[src/rtl/ubxp_pkg.sv]
// types and codes for the frame parser
// no dependencies
`default_nettype none

package ubxp_pkg;

  localparam logic [7:0] SYNC_FIRST  = 8'hB5;
  localparam logic [7:0] SYNC_SECOND = 8'h62;

  localparam logic [7:0] CLASS_NAV = 8'h01;
  localparam logic [7:0] CLASS_ACK = 8'h05;
  localparam logic [7:0] CLASS_CFG = 8'h06;

  localparam logic [7:0] ID_ACK_NAK     = 8'h00;
  localparam logic [7:0] ID_ACK_ACK     = 8'h01;
  localparam logic [7:0] ID_NAV_POSECEF = 8'h01;
  localparam logic [7:0] ID_NAV_PVT     = 8'h07;
  localparam logic [7:0] ID_CFG_NAV5    = 8'h24;

  typedef enum logic [3:0] {
    PH_IDLE        = 4'd0,
    PH_GOT_SYNC1   = 4'd1,
    PH_WANT_CLASS  = 4'd2,
    PH_WANT_ID     = 4'd3,
    PH_WANT_LEN_LO = 4'd4,
    PH_WANT_LEN_HI = 4'd5,
    PH_PAYLOAD     = 4'd6,
    PH_WANT_CK_B   = 4'd7
  } phase_t;

  typedef enum logic [3:0] {
    ST_WAIT        = 4'd0,
    ST_TOO_LONG    = 4'd1,
    ST_BAD_SUM     = 4'd2,
    ST_ACK         = 4'd3,
    ST_NAK         = 4'd4,
    ST_NAV_PVT     = 4'd5,
    ST_NAV_POSECEF = 4'd6,
    ST_CFG_NAV5    = 4'd7,
    ST_UNHANDLED   = 4'd8
  } status_t;

  // checksum state handed to the frame check
  typedef struct packed {
    logic [7:0] sum_a;
    logic [7:0] sum_b;
    logic [7:0] check_a;
  } fletcher_t;

endpackage

`default_nettype wire

[src/rtl/ubxp_check.sv]
// end of frame check: compares the fletcher sums and classifies the frame
// depends on ubxp_pkg
`default_nettype none

module ubxp_check import ubxp_pkg::*; (
  input  wire logic [7:0] frame_class,
  input  wire logic [7:0] frame_id,
  input  wire fletcher_t  sums,
  input  wire logic [7:0] check_b,
  output status_t         status
);

  status_t kind;

  always_comb begin
    priority if (frame_class == CLASS_ACK) begin
      priority if (frame_id == ID_ACK_NAK) kind = ST_NAK;
      else if (frame_id == ID_ACK_ACK)     kind = ST_ACK;
      else                                 kind = ST_UNHANDLED;
    end else if (frame_class == CLASS_NAV) begin
      priority if (frame_id == ID_NAV_PVT) kind = ST_NAV_PVT;
      else if (frame_id == ID_NAV_POSECEF) kind = ST_NAV_POSECEF;
      else                                 kind = ST_UNHANDLED;
    end else if (frame_class == CLASS_CFG && frame_id == ID_CFG_NAV5) begin
      kind = ST_CFG_NAV5;
    end else begin
      kind = ST_UNHANDLED;
    end
  end

  assign status = (sums.check_a != sums.sum_a || check_b != sums.sum_b) ? ST_BAD_SUM : kind;

endmodule

`default_nettype wire

[src/rtl/ubx_frame_parser_core.sv]
// frame parser top level: sync hunt, header capture, running fletcher sum
// depends on ubxp_pkg and ubxp_check
//
//   channel  dir  handshake             word
//   in_      in   in_valid / in_ready   in_rx_byte, one serial byte
//   out_     out  out_valid / out_ready status, payload strobe/offset/data, header
//
// one result word per input word, registered; it appears in the cycle after the word is accepted
// one word per cycle sustained while out_ready is high
// in_ready drops only while a result waits and out_ready is low
// rst_n is synchronous: parser back to sync hunt, header and sums cleared
`default_nettype none

module ubx_frame_parser_core import ubxp_pkg::*; #(
  parameter int MAX_PAYLOAD = 128
) (
  input  wire logic       clk,
  input  wire logic       rst_n,
  input  wire logic       in_valid,
  output logic            in_ready,
  input  wire logic [7:0] in_rx_byte,
  output logic            out_valid,
  input  wire logic       out_ready,
  output logic [3:0]      out_status,
  output logic            out_payload_strobe,
  output logic [6:0]      out_payload_offset,
  output logic [7:0]      out_payload_data,
  output logic [7:0]      out_frame_class,
  output logic [7:0]      out_frame_id,
  output logic [6:0]      out_frame_length
);

  // length register must also hold the raw low length byte
  localparam int LenW = ($clog2(MAX_PAYLOAD) > 8) ? $clog2(MAX_PAYLOAD) : 8;
  localparam logic [15:0] MaxLen = 16'(MAX_PAYLOAD);

  phase_t         phase_r, phase_nxt;
  logic [7:0]     class_r, class_nxt;
  logic [7:0]     id_r, id_nxt;
  logic [LenW-1:0] length_r, length_nxt;
  logic [LenW-1:0] left_r, left_nxt;
  logic [LenW-1:0] offset_r, offset_nxt;
  logic [7:0]     sum_a_r, sum_a_nxt;
  logic [7:0]     sum_b_r, sum_b_nxt;
  logic [7:0]     check_a_r, check_a_nxt;

  logic           out_valid_r;
  status_t        status_r, status_nxt;
  logic           strobe_r, strobe_nxt;
  logic [6:0]     poff_r, poff_nxt;
  logic [7:0]     pdata_r, pdata_nxt;

  logic           take;
  logic [15:0]    full_len;
  logic           too_long;
  logic           left_zero;
  logic [7:0]     add_a, add_b;
  fletcher_t      sums;
  status_t        end_status;

  assign in_ready  = !out_valid_r || out_ready;
  assign take      = in_valid && in_ready;
  assign full_len  = {in_rx_byte, length_r[7:0]};
  assign too_long  = full_len >= MaxLen;
  assign left_zero = (left_r == '0);
  assign add_a     = sum_a_r + in_rx_byte;
  assign add_b     = sum_b_r + add_a;

  assign sums = '{sum_a: sum_a_r, sum_b: sum_b_r, check_a: check_a_r};

  ubxp_check u_check (
    .frame_class (class_r),
    .frame_id    (id_r),
    .sums        (sums),
    .check_b     (in_rx_byte),
    .status      (end_status)
  );

  // next phase
  always_comb begin
    phase_nxt = phase_r;
    if (take) begin
      unique case (phase_r)
        PH_IDLE:        if (in_rx_byte == SYNC_FIRST) phase_nxt = PH_GOT_SYNC1;
        PH_GOT_SYNC1:   phase_nxt = (in_rx_byte == SYNC_SECOND) ? PH_WANT_CLASS : PH_IDLE;
        PH_WANT_CLASS:  phase_nxt = PH_WANT_ID;
        PH_WANT_ID:     phase_nxt = PH_WANT_LEN_LO;
        PH_WANT_LEN_LO: phase_nxt = PH_WANT_LEN_HI;
        PH_WANT_LEN_HI: phase_nxt = too_long ? PH_IDLE : PH_PAYLOAD;
        PH_PAYLOAD:     if (left_zero) phase_nxt = PH_WANT_CK_B;
        PH_WANT_CK_B:   phase_nxt = PH_IDLE;
        default:        phase_nxt = PH_IDLE;
      endcase
    end
  end

  // datapath and result word
  always_comb begin
    class_nxt   = class_r;
    id_nxt      = id_r;
    length_nxt  = length_r;
    left_nxt    = left_r;
    offset_nxt  = offset_r;
    sum_a_nxt   = sum_a_r;
    sum_b_nxt   = sum_b_r;
    check_a_nxt = check_a_r;
    status_nxt  = ST_WAIT;
    strobe_nxt  = 1'b0;
    poff_nxt    = '0;
    pdata_nxt   = '0;
    unique case (phase_r)
      PH_IDLE, PH_GOT_SYNC1: begin
      end
      PH_WANT_CLASS: begin
        // sums restart with the class byte
        class_nxt = in_rx_byte;
        sum_a_nxt = in_rx_byte;
        sum_b_nxt = in_rx_byte;
      end
      PH_WANT_ID: begin
        id_nxt    = in_rx_byte;
        sum_a_nxt = add_a;
        sum_b_nxt = add_b;
      end
      PH_WANT_LEN_LO: begin
        length_nxt = LenW'(in_rx_byte);
        sum_a_nxt  = add_a;
        sum_b_nxt  = add_b;
      end
      PH_WANT_LEN_HI: begin
        length_nxt = full_len[LenW-1:0];
        sum_a_nxt  = add_a;
        sum_b_nxt  = add_b;
        left_nxt   = full_len[LenW-1:0];
        offset_nxt = '0;
        if (too_long) status_nxt = ST_TOO_LONG;
      end
      PH_PAYLOAD: begin
        if (!left_zero) begin
          strobe_nxt = 1'b1;
          poff_nxt   = offset_r[6:0];
          pdata_nxt  = in_rx_byte;
          left_nxt   = left_r - 1'b1;
          offset_nxt = offset_r + 1'b1;
          sum_a_nxt  = add_a;
          sum_b_nxt  = add_b;
        end else begin
          check_a_nxt = in_rx_byte;
        end
      end
      PH_WANT_CK_B: status_nxt = end_status;
      default: begin
      end
    endcase
  end

  always_ff @(posedge clk) begin
    if (!rst_n) begin
      phase_r     <= PH_IDLE;
      class_r     <= '0;
      id_r        <= '0;
      length_r    <= '0;
      left_r      <= '0;
      offset_r    <= '0;
      sum_a_r     <= '0;
      sum_b_r     <= '0;
      check_a_r   <= '0;
      out_valid_r <= 1'b0;
    end else begin
      phase_r <= phase_nxt;
      if (take) begin
        class_r     <= class_nxt;
        id_r        <= id_nxt;
        length_r    <= length_nxt;
        left_r      <= left_nxt;
        offset_r    <= offset_nxt;
        sum_a_r     <= sum_a_nxt;
        sum_b_r     <= sum_b_nxt;
        check_a_r   <= check_a_nxt;
        out_valid_r <= 1'b1;
      end else if (out_ready) begin
        out_valid_r <= 1'b0;
      end
    end
  end

  // result payload, no reset
  always_ff @(posedge clk) begin
    if (take) begin
      status_r <= status_nxt;
      strobe_r <= strobe_nxt;
      poff_r   <= poff_nxt;
      pdata_r  <= pdata_nxt;
    end
  end

  assign out_valid          = out_valid_r;
  assign out_status         = status_r;
  assign out_payload_strobe = strobe_r;
  assign out_payload_offset = poff_r;
  assign out_payload_data   = pdata_r;
  // header fields of the last accepted word
  assign out_frame_class    = class_r;
  assign out_frame_id       = id_r;
  assign out_frame_length   = length_r[6:0];

endmodule

`default_nettype wire

[config.mk]
export PLATFORM = sky130hd
export DESIGN_NAME = ubx_frame_parser_core
export DESIGN_NICKNAME = d
export VERILOG_FILES = /design/src/rtl/ubxp_pkg.sv /design/src/rtl/ubxp_check.sv /design/src/rtl/ubx_frame_parser_core.sv
export SDC_FILE = /design/constraint.sdc
export NUM_CORES = 1
export LEC_CHECK = 0
export BUFFER_PORTS_ARGS = -buffer_cell sky130_fd_sc_hd__buf_4
export CAP_MARGIN = 0
export CORE_MARGIN = 1.5
export CORE_UTILIZATION = 40
export CTS_BUF_LIST = sky130_fd_sc_hd__clkbuf_16
export DETAILED_ROUTE_END_ITERATION = 16
export GPL_TIMING_DRIVEN = 0
export PLACE_DENSITY = 0.54
export SYNTH_ARGS = -nofsm -noshare
export SYNTH_HDL_FRONTEND = slang
export SYNTH_HIERARCHICAL = 1
export SYNTH_SLANG_ARGS = --single-unit
[constraint.sdc]
create_clock -name clk -period 6.3 [get_ports clk]
set_clock_uncertainty 0.1 [all_clocks]
set_input_delay 1.26 -clock clk [delete_from_list [all_inputs] [get_ports clk]]
set_output_delay 1.26 -clock clk [all_outputs]
set_load 0.05 [all_outputs]
Yosys cells after proc, flatten, opt, wreduce, memory -nomap -nowiden
Cells that the tools add are included.
- order comparisons: 1
- bitwise gates (word level): 1
- multiplexer cells: 26
- add/sub/neg operators: 4
- equal/unequal tests: 20
- reductions and logical operators: 20
- operator list (kind ; number):
    $pmux 8 s3 ; 2
    $mux 4 ; 10
    $mux 8 ; 4
    $pmux 8 s2 ; 2
    $pmux 4 s7 ; 1
    $eq 8x3->1 const B ; 3
    $add 8x8->8 ; 2
    $eq 4x3->1 const B ; 4
    $eq 8x1->1 const B ; 2
    $ge 16x8->1 const B ; 1
    $logic_not 8->1 ; 2
    $ne 8x8->1 ; 2
    $reduce_and 3->1 ; 4
    $add 8x1->8 const B ; 1
    $eq 4x2->1 const B ; 2
    $eq 8x6->1 const B ; 1
    $eq 8x7->1 const B ; 1
    $eq 8x8->1 const B ; 1
    $pmux 4 s2 ; 1
    $sub 8x1->8 const B ; 1
    $ne 2x2->1 const B ; 3
    $reduce_and 2->1 ; 3
    $eq 4x1->1 const B ; 1
    $logic_not 4->1 ; 1
    11 further kinds ; 17
- register bits: 89
- logic and storage cells: 86

Longest topological paths before layout
- word-level depth: 7
- depth in mapped cells: 13

Hierarchy
The synthesis kept the hierarchy.
- modules (own cells, without submodules) (module ; sequential area each (µm²) ; cells each ; area an instance (µm²) ; times used):
    ubx_frame_parser_core ; 1941.9 ; 476 ; 4486.8 ; 1
    ubxp_check ; 0.0 ; 47 ; 347.8 ; 1

Worst setup path before layout
Ideal clock, no wire load.
- path kind: input port to flip-flop
- start: input in_rx_byte[0]
- end: register sum_b_r[7]
- slack: 2.609 ns
- library setup time: 0.079 ns
- buffers on the path: 0
- arrival time: 3.512 ns
- required time: 6.121 ns
- stages on the path: 11
- cell sequence: ha_1 > fa_1 > a21o_1 > a21oi_1 > xnor2_1 > ha_1 > nand3_1 > o211ai_1 > o41a_1 > nand4bb_1 > o211ai_1
- cells in the longest elaborated chain, start to end: 4
- RTL lines (item ; line ; RTL):
    start: declaration ; ubx_frame_parser_core.sv:21 ; input wire logic [7:0] in_rx_byte,
    $add 8x8->8 * ; ubx_frame_parser_core.sv:66 ; assign add_a = sum_a_r + in_rx_byte;
    $add 8x8->8 * ; ubx_frame_parser_core.sv:67 ; assign add_b = sum_b_r + add_a;
    $mux 8 ; ubx_frame_parser_core.sv:139 ; if (!left_zero) begin
    $pmux 8 s3 * ; ubx_frame_parser_core.sv:111 ; unique case (phase_r)
    end signal: assignment ; ubx_frame_parser_core.sv:178 ; sum_b_r <= sum_b_nxt;
    end: declaration ; ubx_frame_parser_core.sv:44 ; logic [7:0] sum_b_r, sum_b_nxt;
Every way passes the cells marked *; elsewhere a longest branch is shown, timed or not. The select of a mux whose other input is x is not followed.
A chain may end at the register's enable or synchronous reset.

Worst setup path after layout
Ends and elaborated chain as after synthesis.

==> impl_summary.log <==
[metrics] Least-Margin Pin Slew: 0.889 ns
[metrics] number of synthesized flops with an enable pin: 20
[metrics] final routed wire length divided by cell count: 17.4 um
[metrics] fraction of final layout cells sized beyond drive strength 1: 0.177
[metrics] Hold Vio Cnt, Final: 0
[metrics] smallest hold slack: 0.385 ns
[metrics] required time at the endpoint of the critical path: 6.47 ns
[metrics] GR Overflow Total: 0
[metrics] post-CTS clock slew at the launch and capture registers of the worst setup and hold paths: 0.06 ns
[metrics] floorplan core area: 11,600 um2
[metrics] global-route total usage across every layer: 0.210
[metrics] result of the run: completed
[metrics] wire length after detailed routing: 12.8 mm
[metrics] DRC Markers: 0
[metrics] Post-Synthesis Cell Area: 4830 um2
[metrics] max-cap viol count: 0
[metrics] antenna violations before repair: 0
[metrics] sequential fraction of the synthesis area: 0.402
[metrics] largest fanout on the critical path: 10
[metrics] H-tree levels: 3
[metrics] hold crit path type: reg -> reg
[metrics] Setup Viol. Count Final: 0
[metrics] final worst-path cycle share: 0.624
[metrics] most common cell after layout, fill and taps aside: sky130_fd_sc_hd__dfxtp_1
[metrics] I/O pin total: 57
[metrics] number of library cell types mapped by synthesis: 71
[metrics] fill cell count: 1,125
[metrics] wire length of the first global-routing pass: 20.9 mm
[metrics] antenna cell count: 0
[metrics] weighted congestion reported at the end of routability-driven placement: 0.817
[metrics] clk sink count: 87
[metrics] area delta synth->final: 17.7%
[metrics] CTS buffer count: 9
[metrics] largest net degree at the start of global routing: 23
[metrics] most used cells in the layout excluding fill and tap cells: sky130_fd_sc_hd__dfxtp_1, sky130_fd_sc_hd__nor2_1, sky130_fd_sc_hd__buf_4
[metrics] Worst Setup Start Kind: input port
[metrics] number of global-route vias before repair: 3,882
[metrics] post-synthesis xor/xnor area fraction: 0.0562
[metrics] r2r setup slk: 3.14 ns
[metrics] CTS tree: built
[metrics] number of standard cells after synthesis: 523
[metrics] y dimension of the die: 113 um
[metrics] basic-gate share of the synthesized area counting and, or, nand and nor cells: 0.214
[metrics] Yosys reg bits: 87
[metrics] net total in the final layout: 620
[metrics] total iterations of the first detailed-routing run: 4
[metrics] initial core utilization: 0.416
[metrics] post-DR vias/cell: 5.49
[metrics] number of hold buffers added after cts: 0
[metrics] achievable frequency: 0.254 GHz
[metrics] worst relative slew slack: 0.407
[metrics] multi-input combinational cell area: 2670 um2
[metrics] synthesized area per cell: 9.24 um2
[metrics] cells taking the most area after synthesis: sky130_fd_sc_hd__dfxtp_1, sky130_fd_sc_hd__edfxtp_1, sky130_fd_sc_hd__mux2i_1, sky130_fd_sc_hd__nor2_1, sky130_fd_sc_hd__ha_1
[metrics] register area: 1940 um2
[metrics] time the worst path needs with I/O delays and setup: 3.93 ns
[metrics] top cell type by total area after synthesis: sky130_fd_sc_hd__dfxtp_1
[metrics] multiplexer area fraction after synthesis: 0.0663
[metrics] DRC marker count from the first detailed-route iteration: 242
[metrics] Overall Power: 1170 uW
[metrics] endpoint kind of the worst setup timing path: register
[metrics] Sum Neg Setup Slack: 0 ns
[metrics] proportion of netlist area held by the largest area contributor: 0.277
[metrics] die outline area: 12,800 um2
[metrics] FFs w/ async S/R, synth: 0
[metrics] Arrival @ worst endpoint: 4.10 ns
[metrics] cell at the root of the clock tree: sky130_fd_sc_hd__clkbuf_16
[metrics] Gates resized, CTS repair: 0
[metrics] Setup Buffers After CTS: 0
[metrics] adder and majority cell fraction of the synthesized area: 0.0549
[metrics] unrepaired setup endpoints after global routing: no
[metrics] net count after synthesis: 555
[metrics] post-detailed-placement half-perimeter wirelength: 9.10 mm
[metrics] Longest Clk Path Bufs: 2
[metrics] # rows: 39
[metrics] remaining antenna violation count after routing: 0
[metrics] largest family of logic cells by synthesized area: simple AND/OR/NAND/NOR gates
[metrics] number of pins with negative max-slew slack in the final report: 0
[metrics] power density relative to cell area: 205 nW/um2
[metrics] later-pin clock latency in the skew report: 0.35 ns
[metrics] yosys synthesis warning count: 6
[metrics] most used flip-flop cell after synthesis: sky130_fd_sc_hd__dfxtp_1
[metrics] width of the die: 113 um
[metrics] Setup Crit Path Kind: in -> reg
[metrics] worst-case vdd ir drop: 0.105 mV
[metrics] standby leakage power: 0.00245 uW
[metrics] total vias in the final route: 4,038
[metrics] post-synthesis compound-gate area fraction: 0.160
[metrics] Port Buf Inserts: 54
## cell families (layout without fill, tap and decap cells)
family                     after synthesis  in the layout
DFF                                     87             87
muxes                                   32             32
and+or+nand+nor                        195            195
adders and majority gates               20             20
AOI/OAI and AO/OA                      110            110
xor gates and xnor gates                31             31
buffers and inverters                   48            118
## registers in the layout (all words and copies together) (netlist names), 7 cells and up
| register | flops |
|---|---|
| left_r | 8 |
| offset_r | 7 |
| check_a_r | 8 |
| sum_a_r | 8 |
| out_frame_id | 8 |
| out_payload_data | 8 |
| out_payload_offset | 7 |
| sum_b_r | 8 |
| out_frame_class | 8 |
| length_r | 8 |
## final timing paths
| path | endpoint | startpoint | cells after the start |
|---|---|---|---|
| setup / recovery | sum_b_r[7]$_SDFFE_PN0P_ | in_rx_byte[0] | 12 |
| hold / removal | left_r[1]$_SDFFE_PN0P_ | left_r[1]$_SDFFE_PN0P_ | 2 |
| setup reg to reg | sum_b_r[7]$_SDFFE_PN0P_ | sum_a_r[0]$_SDFFE_PN0P_ | 11 |
| hold reg to reg | left_r[1]$_SDFFE_PN0P_ | left_r[1]$_SDFFE_PN0P_ | 2 |
## per-layer routing
metal,up-vias,GRT usage,routed length [um]
met1,1903,0.299,6350
met2,100,0.323,5590
met3,19,0.0279,566
met4,0,0.0833,295
met5,-,0,0
li1,2016,-,-
## where the power goes
group / internal (uW) / leakage, uW / total, uW / switching (uW)
Clock: 267 / 0.000133 / 499 / 232
Combinational: 24.5 / 0.00158 / 92.4 / 68.0
Sequential: 576 / 0.000740 / 578 / 1.65
## worst max-delay path, stage by stage
cell,delay (ns)
sky130_fd_sc_hd__buf_4,0.18
sky130_fd_sc_hd__ha_1,0.26
sky130_fd_sc_hd__fa_1,0.41
sky130_fd_sc_hd__a21o_1,0.20
sky130_fd_sc_hd__a21oi_1,0.28
sky130_fd_sc_hd__xnor2_1,0.22
sky130_fd_sc_hd__ha_1,0.34
sky130_fd_sc_hd__nand3_1,0.11
sky130_fd_sc_hd__o211ai_1,0.13
sky130_fd_sc_hd__o41a_1,0.39
sky130_fd_sc_hd__nand4bb_1,0.21
sky130_fd_sc_hd__o211ai_1,0.11
## cells in the mapped netlist, types with 2 or more instances
cell	n
sky130_fd_sc_hd__o21ai_1	2
sky130_fd_sc_hd__nand3_1	16
sky130_fd_sc_hd__mux2i_1	32
sky130_fd_sc_hd__a31oi_1	5
sky130_fd_sc_hd__o21ai_0	15
sky130_fd_sc_hd__or4_1	3
sky130_fd_sc_hd__buf_2	4
sky130_fd_sc_hd__o22a_1	2
sky130_fd_sc_hd__a2111oi_0	3
sky130_fd_sc_hd__or3_1	6
sky130_fd_sc_hd__nand4_1	3
sky130_fd_sc_hd__a21o_1	5
sky130_fd_sc_hd__or4_4	3
sky130_fd_sc_hd__a211oi_1	4
sky130_fd_sc_hd__nor2b_1	3
sky130_fd_sc_hd__nor3b_1	2
sky130_fd_sc_hd__clkbuf_1	19
sky130_fd_sc_hd__buf_4	7
sky130_fd_sc_hd__dfxtp_1	67
sky130_fd_sc_hd__xor2_1	22
sky130_fd_sc_hd__fa_1	2
sky130_fd_sc_hd__o221a_2	3
sky130_fd_sc_hd__nor4_1	8
sky130_fd_sc_hd__a311oi_1	6
sky130_fd_sc_hd__buf_6	2
sky130_fd_sc_hd__inv_1	16
sky130_fd_sc_hd__a21oi_1	25
sky130_fd_sc_hd__nand4b_1	5
sky130_fd_sc_hd__nand2_1	38
sky130_fd_sc_hd__ha_1	18
sky130_fd_sc_hd__xnor2_1	9
sky130_fd_sc_hd__nor3_1	6
sky130_fd_sc_hd__nor4b_1	2
sky130_fd_sc_hd__o31ai_1	3
sky130_fd_sc_hd__a211o_1	2
sky130_fd_sc_hd__o21bai_1	4
sky130_fd_sc_hd__edfxtp_1	20
sky130_fd_sc_hd__o211ai_1	9
sky130_fd_sc_hd__and2_1	18
sky130_fd_sc_hd__nor2_1	63
sky130_fd_sc_hd__or2_2	3
sky130_fd_sc_hd__nand2b_1	4
sky130_fd_sc_hd__o21a_1	4
sky130_fd_sc_hd__a21oi_2	3
## cell type report
class,instances,share of cell area
clock inverters,7,0.00835
clock buffers,9,0.0396
multi-input cells,388,0.468
flip-flops and latches,87,0.341
inverters,16,0.0106
repair buffers,54,0.0712
well taps,143,0.0314
plain buffers,32,0.0292
## per-stage QoR
stage	instance area, um2	cells	utilization	setup slack (ns)
2_1_floorplan	4830	523	-	2.61
3_3_place_gp	5420	720	0.467	2.13
5_1_grt	5690	736	0.490	2.23
3_5_place_dp	5420	720	0.467	2.06
6_report	5690	736	0.490	2.37
4_1_cts	5690	736	0.490	2.42
Note: power is estimated with default switching activity, not from simulation.
